**src/design/ira_pkg.sv**
```systemverilog
// ----------------------------------------------------------------------------
// ira_pkg
// Shared constants, types and the digit-to-ASCII mapping for the radix
// conversion core.
// ----------------------------------------------------------------------------
`default_nettype none

package ira_pkg;

	localparam int MAX_DIGITS = 64;
	localparam int VALUE_W    = 64;
	localparam int BASE_W     = 5;
	localparam int DIGIT_W    = 4;
	localparam int CHAR_W     = 7;
	localparam int ADDR_W     = $clog2(MAX_DIGITS);
	localparam int CNT_W      = $clog2(MAX_DIGITS + 1);
	localparam int STEP_W     = $clog2(VALUE_W);

	localparam logic [BASE_W-1:0] BASE_MIN = BASE_W'(2);
	localparam logic [BASE_W-1:0] BASE_MAX = BASE_W'(16);

	localparam logic [CHAR_W-1:0] CHAR_ZERO  = 7'h30;
	localparam logic [CHAR_W-1:0] CHAR_LOWER = 7'h61;
	localparam logic [CHAR_W-1:0] CHAR_UPPER = 7'h41;

	typedef enum logic [2:0] {
		ST_IDLE,
		ST_CHECK,
		ST_DIV,
		ST_RD,
		ST_LD
	} ira_state_t;

	typedef struct packed {
		logic load;
		logic zero_digit;
		logic div_start;
		logic div_step;
		logic emit_init;
		logic emit_rd;
		logic emit_ld;
	} ira_cmd_t;

	typedef struct packed {
		logic q_zero;
		logic cnt_zero;
		logic cnt_full;
		logic step_last;
		logic emit_last;
		logic out_free;
	} ira_status_t;

	function automatic logic [CHAR_W-1:0] digit_char(input logic [DIGIT_W-1:0] d,
		input logic upper);
		logic [CHAR_W-1:0] d_ext;
		d_ext = CHAR_W'(d);
		if (d < DIGIT_W'(10)) begin
			return CHAR_ZERO + d_ext;
		end else if (upper) begin
			return CHAR_UPPER + d_ext - CHAR_W'(10);
		end else begin
			return CHAR_LOWER + d_ext - CHAR_W'(10);
		end
	endfunction

endpackage

`default_nettype wire

```
**src/design/ira_ram.sv**
```systemverilog
// ----------------------------------------------------------------------------
// ira_ram
// Generic single-write, single-read RAM with registered read data.
// ----------------------------------------------------------------------------
`default_nettype none

module ira_ram #(
	parameter int WIDTH = 4,
	parameter int DEPTH = 64
) (
	input  wire logic                     clk,
	input  wire logic                     we,
	input  wire logic [$clog2(DEPTH)-1:0] waddr,
	input  wire logic [WIDTH-1:0]         wdata,
	input  wire logic                     re,
	input  wire logic [$clog2(DEPTH)-1:0] raddr,
	output logic      [WIDTH-1:0]         rdata
);

	logic [WIDTH-1:0] mem_q [DEPTH];

	always_ff @(posedge clk) begin
		if (we) begin
			mem_q[waddr] <= wdata;
		end
		if (re) begin
			rdata <= mem_q[raddr];
		end
	end

endmodule

`default_nettype wire

```
**src/design/ira_datapath.sv**
```systemverilog
// ----------------------------------------------------------------------------
// ira_datapath
// Operand preparation, bit-serial divider by the base, digit store and
// output register.
// ----------------------------------------------------------------------------
`default_nettype none

module ira_datapath (
	input  wire logic                            clk,
	input  wire logic                            arst_n,
	input  wire ira_pkg::ira_cmd_t               cmd,
	output ira_pkg::ira_status_t                 status,
	input  wire logic [ira_pkg::VALUE_W-1:0]     value,
	input  wire logic [ira_pkg::BASE_W-1:0]      base,
	input  wire logic                            signed_mode,
	input  wire logic                            upper_case,
	input  wire logic                            narrow_16,
	output logic                                 out_valid,
	input  wire logic                            out_ready,
	output logic      [ira_pkg::CHAR_W-1:0]      ascii_char,
	output logic                                 leading_minus,
	output logic                                 last
);

	logic [ira_pkg::VALUE_W-1:0] q_q;
	logic [ira_pkg::DIGIT_W-1:0] r_q;
	logic [ira_pkg::BASE_W-1:0]  base_q;
	logic                        upper_q;
	logic                        neg_q;
	logic [ira_pkg::CNT_W-1:0]   n_q;
	logic [ira_pkg::STEP_W-1:0]  step_q;
	logic [ira_pkg::ADDR_W-1:0]  e_q;
	logic                        first_q;
	logic                        out_valid_q;
	logic [ira_pkg::CHAR_W-1:0]  char_q;
	logic                        minus_q;
	logic                        last_q;

	logic [ira_pkg::VALUE_W-1:0] v_ext;
	logic                        v_neg;
	logic [ira_pkg::VALUE_W-1:0] v_mag;
	logic [ira_pkg::BASE_W-1:0]  base_sat;
	logic [ira_pkg::BASE_W-1:0]  trial;
	logic                        fits;
	logic [ira_pkg::DIGIT_W-1:0] r_nxt;
	logic                        step_last;

	logic                        ram_we;
	logic [ira_pkg::ADDR_W-1:0]  ram_waddr;
	logic [ira_pkg::DIGIT_W-1:0] ram_wdata;
	logic [ira_pkg::DIGIT_W-1:0] ram_rdata;

	// operand conditioning
	always_comb begin
		if (narrow_16) begin
			v_ext = {{(ira_pkg::VALUE_W-16){signed_mode & value[15]}}, value[15:0]};
		end else begin
			v_ext = value;
		end
		v_neg = signed_mode & v_ext[ira_pkg::VALUE_W-1];
		v_mag = v_neg ? (~v_ext + ira_pkg::VALUE_W'(1)) : v_ext;
		if (base < ira_pkg::BASE_MIN) begin
			base_sat = ira_pkg::BASE_MIN;
		end else if (base > ira_pkg::BASE_MAX) begin
			base_sat = ira_pkg::BASE_MAX;
		end else begin
			base_sat = base;
		end
	end

	// one restoring division step; the partial remainder stays below the base
	assign trial     = {r_q, q_q[ira_pkg::VALUE_W-1]};
	assign fits      = trial >= base_q;
	assign r_nxt     = fits ? ira_pkg::DIGIT_W'(trial - base_q)
		: trial[ira_pkg::DIGIT_W-1:0];
	assign step_last = step_q == ira_pkg::STEP_W'(ira_pkg::VALUE_W - 1);

	always_comb begin
		ram_we    = 1'b0;
		ram_waddr = n_q[ira_pkg::ADDR_W-1:0];
		ram_wdata = r_nxt[ira_pkg::DIGIT_W-1:0];
		if (cmd.zero_digit) begin
			ram_we    = 1'b1;
			ram_waddr = '0;
			ram_wdata = '0;
		end else if (cmd.div_step && step_last) begin
			ram_we = 1'b1;
		end
	end

	ira_ram #(
		.WIDTH(ira_pkg::DIGIT_W),
		.DEPTH(ira_pkg::MAX_DIGITS)
	) u_store (
		.clk  (clk),
		.we   (ram_we),
		.waddr(ram_waddr),
		.wdata(ram_wdata),
		.re   (cmd.emit_rd),
		.raddr(e_q),
		.rdata(ram_rdata)
	);

	always_ff @(posedge clk) begin
		if (cmd.load) begin
			base_q  <= base_sat;
			upper_q <= upper_case;
			neg_q   <= v_neg;
		end
		if (cmd.div_start) begin
			r_q <= '0;
		end else if (cmd.div_step) begin
			r_q <= r_nxt[ira_pkg::DIGIT_W-1:0];
		end
		if (cmd.emit_ld) begin
			char_q  <= ira_pkg::digit_char(ram_rdata, upper_q);
			minus_q <= first_q & neg_q;
			last_q  <= e_q == '0;
		end
	end

	always_ff @(posedge clk or negedge arst_n) begin
		if (!arst_n) begin
			q_q         <= '0;
			n_q         <= '0;
			step_q      <= '0;
			e_q         <= '0;
			first_q     <= 1'b0;
			out_valid_q <= 1'b0;
		end else begin
			if (cmd.load) begin
				q_q <= v_mag;
				n_q <= '0;
			end else if (cmd.zero_digit) begin
				n_q <= ira_pkg::CNT_W'(1);
			end else if (cmd.div_step) begin
				q_q <= {q_q[ira_pkg::VALUE_W-2:0], fits};
				if (step_last) begin
					n_q <= n_q + ira_pkg::CNT_W'(1);
				end
			end
			if (cmd.div_start) begin
				step_q <= '0;
			end else if (cmd.div_step) begin
				step_q <= step_q + ira_pkg::STEP_W'(1);
			end
			if (cmd.emit_init) begin
				e_q     <= ira_pkg::ADDR_W'(n_q - ira_pkg::CNT_W'(1));
				first_q <= 1'b1;
			end else if (cmd.emit_ld) begin
				e_q     <= e_q - ira_pkg::ADDR_W'(1);
				first_q <= 1'b0;
			end
			if (cmd.emit_ld) begin
				out_valid_q <= 1'b1;
			end else if (out_ready) begin
				out_valid_q <= 1'b0;
			end
		end
	end

	assign status.q_zero    = q_q == '0;
	assign status.cnt_zero  = n_q == '0;
	assign status.cnt_full  = n_q == ira_pkg::CNT_W'(ira_pkg::MAX_DIGITS);
	assign status.step_last = step_last;
	assign status.emit_last = e_q == '0;
	assign status.out_free  = !out_valid_q || out_ready;

	assign out_valid     = out_valid_q;
	assign ascii_char    = char_q;
	assign leading_minus = minus_q;
	assign last          = last_q;

`ifndef ASSERT_OFF
	a_cnt_bound: assert property (@(posedge clk) disable iff (!arst_n)
		n_q <= ira_pkg::CNT_W'(ira_pkg::MAX_DIGITS))
		else $error("digit count beyond store depth");

	a_rem_below_base: assert property (@(posedge clk) disable iff (!arst_n)
		cmd.div_step |-> ({1'b0, r_q} < base_q))
		else $error("partial remainder not below base");

	a_no_overwrite: assert property (@(posedge clk) disable iff (!arst_n)
		cmd.emit_ld |-> (!out_valid_q || out_ready))
		else $error("output register overwritten before transfer");

	a_zero_only_empty: assert property (@(posedge clk) disable iff (!arst_n)
		cmd.zero_digit |-> (n_q == '0 && q_q == '0))
		else $error("zero digit written into non-empty store");
`endif

endmodule

`default_nettype wire

```
**src/design/ira_ctrl.sv**
```systemverilog
// ----------------------------------------------------------------------------
// ira_ctrl
// Sequencer: operand load, digit division loop and digit emission.
// ----------------------------------------------------------------------------
`default_nettype none

module ira_ctrl (
	input  wire logic                 clk,
	input  wire logic                 arst_n,
	input  wire logic                 in_valid,
	output logic                      in_ready,
	input  wire ira_pkg::ira_status_t status,
	output ira_pkg::ira_cmd_t         cmd
);

	ira_pkg::ira_state_t state_q;
	ira_pkg::ira_state_t state_nxt;

	always_ff @(posedge clk or negedge arst_n) begin
		if (!arst_n) begin
			state_q <= ira_pkg::ST_IDLE;
		end else begin
			state_q <= state_nxt;
		end
	end

	always_comb begin
		state_nxt = state_q;
		cmd       = '0;
		in_ready  = 1'b0;
		case (state_q)
			ira_pkg::ST_IDLE: begin
				in_ready = 1'b1;
				if (in_valid) begin
					cmd.load  = 1'b1;
					state_nxt = ira_pkg::ST_CHECK;
				end
			end
			ira_pkg::ST_CHECK: begin
				if (status.q_zero && status.cnt_zero) begin
					cmd.zero_digit = 1'b1;
				end else if (status.q_zero || status.cnt_full) begin
					cmd.emit_init = 1'b1;
					state_nxt     = ira_pkg::ST_RD;
				end else begin
					cmd.div_start = 1'b1;
					state_nxt     = ira_pkg::ST_DIV;
				end
			end
			ira_pkg::ST_DIV: begin
				cmd.div_step = 1'b1;
				if (status.step_last) begin
					state_nxt = ira_pkg::ST_CHECK;
				end
			end
			ira_pkg::ST_RD: begin
				cmd.emit_rd = 1'b1;
				state_nxt   = ira_pkg::ST_LD;
			end
			ira_pkg::ST_LD: begin
				if (status.out_free) begin
					cmd.emit_ld = 1'b1;
					state_nxt   = status.emit_last ? ira_pkg::ST_IDLE : ira_pkg::ST_RD;
				end
			end
			default: begin
				state_nxt = ira_pkg::ST_IDLE;
			end
		endcase
	end

endmodule

`default_nettype wire

```
**src/design/integer_to_radix_ascii_core.sv**
```systemverilog
// ----------------------------------------------------------------------------
// integer_to_radix_ascii_core
// Converts a 64-bit integer to ASCII digits in a radix from 2 to 16.
// ----------------------------------------------------------------------------
// One operand is converted at a time. Each digit comes from a bit-serial
// restoring divider by the base, which shifts through every quotient bit
// and is followed by a check state. Digits then leave most significant
// first through the digit RAM's registered read when the sink is ready. A
// new operand is taken as soon as the last digit sits in the output
// register. The first digit of a negative signed operand carries
// leading_minus; the final digit carries last.
`default_nettype none

module integer_to_radix_ascii_core (
	input  wire logic                        clk,
	input  wire logic                        arst_n,
	input  wire logic                        in_valid,
	output logic                             in_ready,
	input  wire logic [ira_pkg::VALUE_W-1:0] value,
	input  wire logic [ira_pkg::BASE_W-1:0]  base,
	input  wire logic                        signed_mode,
	input  wire logic                        upper_case,
	input  wire logic                        narrow_16,
	output logic                             out_valid,
	input  wire logic                        out_ready,
	output logic      [ira_pkg::CHAR_W-1:0]  ascii_char,
	output logic                             leading_minus,
	output logic                             last
);

	ira_pkg::ira_cmd_t    cmd;
	ira_pkg::ira_status_t status;

	ira_ctrl u_ctrl (
		.clk     (clk),
		.arst_n  (arst_n),
		.in_valid(in_valid),
		.in_ready(in_ready),
		.status  (status),
		.cmd     (cmd)
	);

	ira_datapath u_dp (
		.clk          (clk),
		.arst_n       (arst_n),
		.cmd          (cmd),
		.status       (status),
		.value        (value),
		.base         (base),
		.signed_mode  (signed_mode),
		.upper_case   (upper_case),
		.narrow_16    (narrow_16),
		.out_valid    (out_valid),
		.out_ready    (out_ready),
		.ascii_char   (ascii_char),
		.leading_minus(leading_minus),
		.last         (last)
	);

endmodule

`default_nettype wire
```
**config.mk**
```make
export PLATFORM = sky130hd
export DESIGN_NAME = integer_to_radix_ascii_core
export DESIGN_NICKNAME = d
export VERILOG_FILES = /design/src/design/ira_pkg.sv /design/src/design/ira_ram.sv /design/src/design/ira_datapath.sv /design/src/design/ira_ctrl.sv /design/src/design/integer_to_radix_ascii_core.sv
export SDC_FILE = /design/constraint.sdc
export NUM_CORES = 1
export LEC_CHECK = 0
export BUFFER_PORTS_ARGS = -buffer_cell sky130_fd_sc_hd__buf_2
export CORE_AREA = 2 2 199 201
export CTS_CLUSTER_DIAMETER = 80
export DETAILED_ROUTE_END_ITERATION = 16
export DIE_AREA = 0 0 201 203
export PLACE_DENSITY_LB_ADDON = 0.15
export SLEW_MARGIN = 20
export SYNTH_ARGS = -nofsm -noshare
export SYNTH_HDL_FRONTEND = slang
export SYNTH_SLANG_ARGS = --single-unit
```
**constraint.sdc**
```tcl
create_clock -name clk -period 4.3 [get_ports clk]
set_input_delay 0.215 -clock clk [delete_from_list [all_inputs] [get_ports clk]]
set_output_delay 0.215 -clock clk [all_outputs]
set_load 0.02 [all_outputs]
```
== Word-level counts from Yosys, hierarchy flattened ==
Memories as Yosys holds them, arrays and structs flattened. A register that Yosys moved wholly into a read port is not among the register bits.
Index checks and enable logic that the tools add are counted.
Word-level totals
  register bits: 108
  RAM bits: 256
  input port bits: 76
  output and inout bits: 11
  logic and storage cells: 113
  memories: 1
Cells by class
  add/subtract/negate cells: 11
  order comparisons: 4
  equal/unequal tests: 11
  mux-type cells: 48
  bitwise logic cells: 4
  reduce and logical (&&, ||, !) cells: 19
Memory list
  u_dp.u_store.mem_q: depth 64, width 4, read ports 1, clocked after memory_dff 1, write ports 1, line ira_ram.sv:20  | logic [WIDTH-1:0] mem_q [DEPTH];
Operators with widths (count)
  two-way mux 64 bit: 5
  adder 64 x 1 -> 64 bit (second input constant): 1
  zero test 64 bit: 1
  inverter 64 bit: 1
  two-way mux 7 bit: 6
  two-way mux 6 bit: 5
  two-way mux 1 bit: 22
  case mux 3 bit (5 select lines): 1
  subtractor 7 x 4 -> 7 bit (second input constant): 2
  two-way mux 3 bit: 4
  subtractor 6 x 1 -> 6 bit (second input constant): 2
  two-way mux 4 bit: 2
  nonzero test 2 bit: 4
  adder 6 x 4 -> 7 bit (first input constant): 1
  adder 6 x 5 -> 7 bit (first input constant): 1
  adder 7 x 1 -> 7 bit (second input constant): 1
  adder 7 x 4 -> 7 bit (first input constant): 1
  equality test 7 bit (second input constant): 1
  zero test 7 bit: 1
  adder 6 x 1 -> 6 bit (second input constant): 1
  equality test 3 x 2 -> 1 bit (second input constant): 2
  equality test 6 bit (second input constant): 1
  zero test 6 bit: 1
  != test 2 bit (second input constant): 3
  other kinds (19): 27

== Longest topological paths before layout ==
  depth in word-level cells: 8
  gate-level depth with buffers: 14
  gate-level depth less buffers: 12

== By module ==
From an unflattened synthesis, not the netlist that was laid out.
Unflattened totals
  cell total of the unflattened synthesis: 1403
  area total of the unflattened synthesis: 18207.5 um^2
By module, submodules not included
  ira_ram: instances 1, cells each 521, area an instance 10447.5 um^2, seq. area each 7807.5 um^2
  ira_datapath: instances 1, cells each 852, area an instance 7492.2 um^2, seq. area each 2687.6 um^2
  ira_ctrl: instances 1, cells each 30, area an instance 267.8 um^2, seq. area each 75.1 um^2

== Worst setup path after synthesis ==
No wires, ideal clock.
  path kind: register -> register
  start: register u_dp.base_q[1] (netlist name)
  end: memory u_dp.u_store.mem_q[0][3], data pin
  library setup time: 0.499 ns
  data arrival time: 3.304 ns
  required time: 3.801 ns
  setup slack: 0.497 ns
  cell stages (with the launch flop): 9
  path buffers: 1
  period minus slack after synthesis: 3.803 ns
  cell sequence: edfxtp_1 -> inv_1 -> ha_1 -> a311o_1 -> nor3b_1 -> nand2b_1 -> clkbuf_1 -> mux2i_1 -> nor2_1
On the way
  word-level cells in the longest chain between the ends: 3
  elaborated cells on any way between the ends: 4
  those cells by class: add/sub: 1; order compare: 1; mux: 2
RTL lines
  from (decl): line ira_datapath.sv:27  | logic [ira_pkg::BASE_W-1:0] base_q;
  from (signal assigned): line ira_datapath.sv:106  | base_q <= base_sat;
  subtractor 4 bit / greater-or-equal comparator 5 bit (equally long branches): line ira_datapath.sv:74, ira_datapath.sv:73
  two-way mux 4 bit (*): line ira_datapath.sv:74  | assign r_nxt = fits ? ira_pkg::DIGIT_W'(trial - base_q)
  two-way mux 4 bit (*): line ira_datapath.sv:82  | if (cmd.zero_digit) begin
  named net u_dp.ram_wdata (one bit): line ira_datapath.sv:50  | logic [ira_pkg::DIGIT_W-1:0] ram_wdata;
  to (decl): line ira_ram.sv:20
The timed path passes the listed nets; every way through them passes the cells marked *.

== Final worst setup path ==
  start: register u_dp.n_q[3] (netlist name)
  end: register u_dp.e_q[4] (netlist name)
On the way
  word-level cells in the longest chain between the ends: 6
  elaborated cells on any way between the ends: 10
  those cells by class: add/sub: 1; eq/ne: 1; mux: 4; reduce/logical: 4
RTL lines
  from (decl): line ira_datapath.sv:30  | logic [ira_pkg::CNT_W-1:0] n_q;
  from (signal assigned): line ira_datapath.sv:135  | n_q <= ira_pkg::CNT_W'(1);
  from (signal assigned): line ira_datapath.sv:139  | n_q <= n_q + ira_pkg::CNT_W'(1);
  equality test 7 bit: line ira_datapath.sv:164  | assign status.cnt_full = n_q == ira_pkg::CNT_W'(ira_pkg::MAX_DIGITS);
  logical OR 1 bit: line ira_ctrl.sv:42  | end else if (status.q_zero || status.cnt_full) begin
  two-way mux 1 bit: line ira_ctrl.sv:42
  two-way mux 1 bit: line ira_ctrl.sv:40  | if (status.q_zero && status.cnt_zero) begin
  two-way mux 1 bit: line ira_ctrl.sv:31  | case (state_q)
  two-way mux 6 bit / nonzero test 2 bit (equally long branches)
  to (signal assigned): line ira_datapath.sv:148  | e_q <= ira_pkg::ADDR_W'(n_q - ira_pkg::CNT_W'(1));
  to (signal assigned): line ira_datapath.sv:151  | e_q <= e_q - ira_pkg::ADDR_W'(1);
  to (decl): line ira_datapath.sv:32  | logic [ira_pkg::ADDR_W-1:0] e_q;
Parallel ways exist; a longest one is shown, timed or not.
A chain may end at the register's enable or synchronous reset.

==> metrics.yaml <==
gr-total-overflow: 0
drc: 0
htree_levels: 2
start_util_pct: 46.88
syn-instance-count: 1480
dpl_cell_area_sq_mm: 0.01897
p_comb_share_pct: 4.0
tightest_slew_ns: 1.091
cts.sinks: 368
ys_warn_count: 0
fin_nets: 1630
synth-adder-area-share_pct: 0.8742
mostFrequentLayoutCell: "edfxtp_1"
synth_edf_count: 276
drtIter0Drc: 1065
synthMuxAreaShare_pct: 10.22
gp_congestion: 0.9173
grt_max_degree: 69
cts_tree: "built"
endpoint_kind: "flop"
grt_antenna_before_repair: 0
power.density_mw_per_mm2: 373.3
portBuffers: 86
ys_ff_latch: 368
hpwl_mm: 29.88
peakVddDrop_uv: 235.5
viasPerCell: 5.857
maxSlewViolCount: 0
cap_violations: 0
die_w_um: 201
post_cts_buffers: 0
synth_nets: 1568
n_fill_cell: 3332
synth-simple-area-share_pct: 13.86
die_y_um: 203
drive_gt1_share_pct: 17.76
seq_area_frac_synth_pct: 58.61
cp_slowest_cell: "a31oi_2"
cp.required_ns: 4.67
pwr-share-seq_pct: 49.7
fin_crit_sh_pct: 78.84
rows: 72
p_sw_mw: 1.585
synth_compound_area_share_pct: 10.32
clk_latency_ns: 0.54
synth_top_family_by_area: "simple AND/OR/NAND/NOR gates"
avgSynthCellArea_sq_um: 12.19
grt_pass1_vias: 12110
status: "completed"
num_antenna_cells: 0
dieArea_sq_mm: 0.04080
min_path_type: "input port to flop"
cts_root_buffer: "clkbuf_16"
rsz0062_at_grt: "false"
postLayoutCellArea_sq_mm: 0.02038
dr.pass1.iters: 5
syn_area_sq_mm: 0.01803
p_int_mw: 6.023
arrival_ns: 3.76
min_period_ns: 3.390
final_cell_mix: "edfxtp_1, nand2_1, nor2_1, a21oi_1, dfrtp_1"
crit_type: "flop to flop"
relSlewSlack_pct: 26.81
design_power_total_mw: 7.608
fp.coreArea_sq_mm: 0.03847
switching_share_pct: 20.83
fin_tns_setup_ns: 0
synth-xor-area-share_pct: 3.157
cp_max_fo: 17
skew_ns: 0.01436
finalSetupViolCount: 0
power_frac_clock_pct: 46.3
area_growth_syn_to_layout_pct: 13.01
cts_made_buffers: 38
cts.path.max_buffers: 3
dr_total_vias: 12240
post_drt_wl_per_cell_um: 21.08
cp-start-kind: "flop"
fin_util_pct: 52.99
routed_wl_mm: 44.04
max_stage_delay_ns: 0.64
ios: 87
hold_viol_final: 0
fmax_mhz: 295.0
path_clk_slew_ns: 0.06
synthFlopType: "edfxtp_1"
ys_types: 76
async_reset_ff_share_pct: 23.91
path_cells: "or3_1 > or3b_4 > a31oi_2 > nor2_1 > a21oi_1 > ha_1 > nand2_1 > xnor2_1 > nor2_1 > a21oi_1"
grt_pass1_wl_mm: 69.79
grt_usage_pct: 21.81
postRouteAntennaNets: 0
p_leak_nw: 7.277
[worst paths after layout]
kind / start / to / slack, ns / cells after the start
worst max-delay path: u_dp.n_q[3] / u_dp.e_q[4] / 0.91 / 10
worst min-delay path: value[12] / u_dp.q_q[12] / 0.03 / 4
worst max register to register: u_dp.n_q[3] / u_dp.e_q[4] / 0.91 / 10
worst min register to register: u_dp.first_q / u_dp.first_q / 0.47 / 2
max in group asynchronous: arst_n / u_dp.q_q[39] / 3.05 / 3
min in group asynchronous: arst_n / u_dp.q_q[21] / 0.23 / 2
[power by group through the flow]
stage / clock network (mW) / registers (mW) / logic, mW
final: 3.53 / 3.78 / 0.304
after global routing: 3.72 / 3.78 / 0.332
after CTS: 3.59 / 3.78 / 0.298
after detailed placement: 0 / 3.85 / 0.292
after global placement: 0 / 3.85 / 0.291
after floorplan: 0 / 3.85 / 0.161
[routing by layer]
metal / vias to the layer above / share of wire (%) / track usage, %
met3: 55 / 5.3 / 2.970
li1: 5708 / - / -
met4: 0 / 2.0 / 5.238
met1: 6085 / 45 / 30.84
met5: - / 0 / 0
met2: 387 / 48 / 35.99
[sequential cells by signal (all words and copies together), names as in the netlist]
signal,cells
u_dp.r_q,4
u_dp.neg_q,1
u_dp.u_store.mem_q,256
u_dp.ascii_char,7
u_dp.step_q,6
u_dp.out_valid,1
u_dp.e_q,6
u_dp.last,1
u_dp.n_q,7
u_dp.q_q,64
u_dp.u_store.rdata,4
u_dp.base_q,5
u_dp.leading_minus,1
u_ctrl.state_q,3
u_dp.upper_q,1
u_dp.first_q,1
[worst max-delay path: cells and delay by family (launching register included)]
kind	cells	cell delay (ns)
XOR/XNOR	1	0.13
flip-flops	1	0.56
AND/OR/NAND/NOR	5	1.42
AO/OA/AOI/OAI	3	0.87
adder cells (fa/ha/maj)	1	0.26
[metrics by stage]
stage          hold slack [ns]  setup slack [ns]  instances
2_1_floorplan         -0.08059            0.4966       1480
3_3_place_gp            0.2616             1.033       2013
3_5_place_dp            0.2647            0.9626       2013
4_1_cts               0.004081            0.9506       2089
5_1_grt               0.007637            0.6368       2089
6_report               0.02667            0.9100       2089
[cell usage after synthesis, types with 3 or more instances]
cell       instances  area [sq um]
dfxtp_1            4         80.08
o21ai_0           55         275.3
nor4_2             6         75.07
or4_1              7         52.55
and2_1             6         37.54
a31o_2             3         26.28
or3_1             10         62.56
a211o_1            4         35.03
a31oi_1           26         162.7
buf_2             18         90.09
nor2_1           156         585.6
clkinv_1           3         11.26
nand2_1          189         709.4
nor3b_1            4         30.03
nand4_1           13         81.33
dfrtp_1           88          2202
nor2b_1            9         56.30
xnor2_1           37         324.1
a41oi_1            7         61.31
a21oi_1           95         475.5
xor2_1            28         245.2
and3_1            17         106.4
buf_1             17         63.81
nand3b_1           3         22.52
o221ai_1           3         26.28
o22ai_1           12         75.07
mux2i_1           21         210.2
inv_1             29         108.9
clkbuf_1          56         210.2
nand3_1           14         70.07
mux4_2            72          1622
o31ai_1           11         82.58
nand2b_1           8         50.05
nor3_1            31         155.2
edfxtp_1         276          8288
or2_2              5         31.28
a22oi_1            6         45.04
nor4_1            36         225.2
nor4_4             3         63.81
o2bb2ai_1          3         26.28
a21o_1            11         82.58
a211oi_1           6         45.04
ha_1              11         137.6
o41ai_1            4         35.03
o211ai_1          14         105.1
[cells by family (layout without fill, tap and decap cells)]
family	count (synthesis)	in the layout
mux	94	94
xor+xnor	65	65
simple gates	525	525
buf+inv	127	218
fa+ha+maj	12	12
flops	368	368
compound gates	289	289
[repair_timing]
action | 4_1_cts | 5_1_grt
hold endpoints to repair | 51 | 0
setup endpoints to repair | 0 | 0
gates resized for setup | 0 | 0
hold buffers | 7 | 0
[final cells by class]
type | instances | area (sq um) | share of cell area (%)
Clock buffer | 46 | 980.9 | 4.813
Sequential cell | 368 | 10580 | 51.88
Clock inverter | 23 | 365.4 | 1.793
Timing Repair Buffer | 117 | 720.7 | 3.536
Inverter | 32 | 120.1 | 0.5893
Multi-Input combinational cell | 985 | 6972 | 34.21
Tap cell | 518 | 648.1 | 3.180
(Power assumes the default switching activity.)
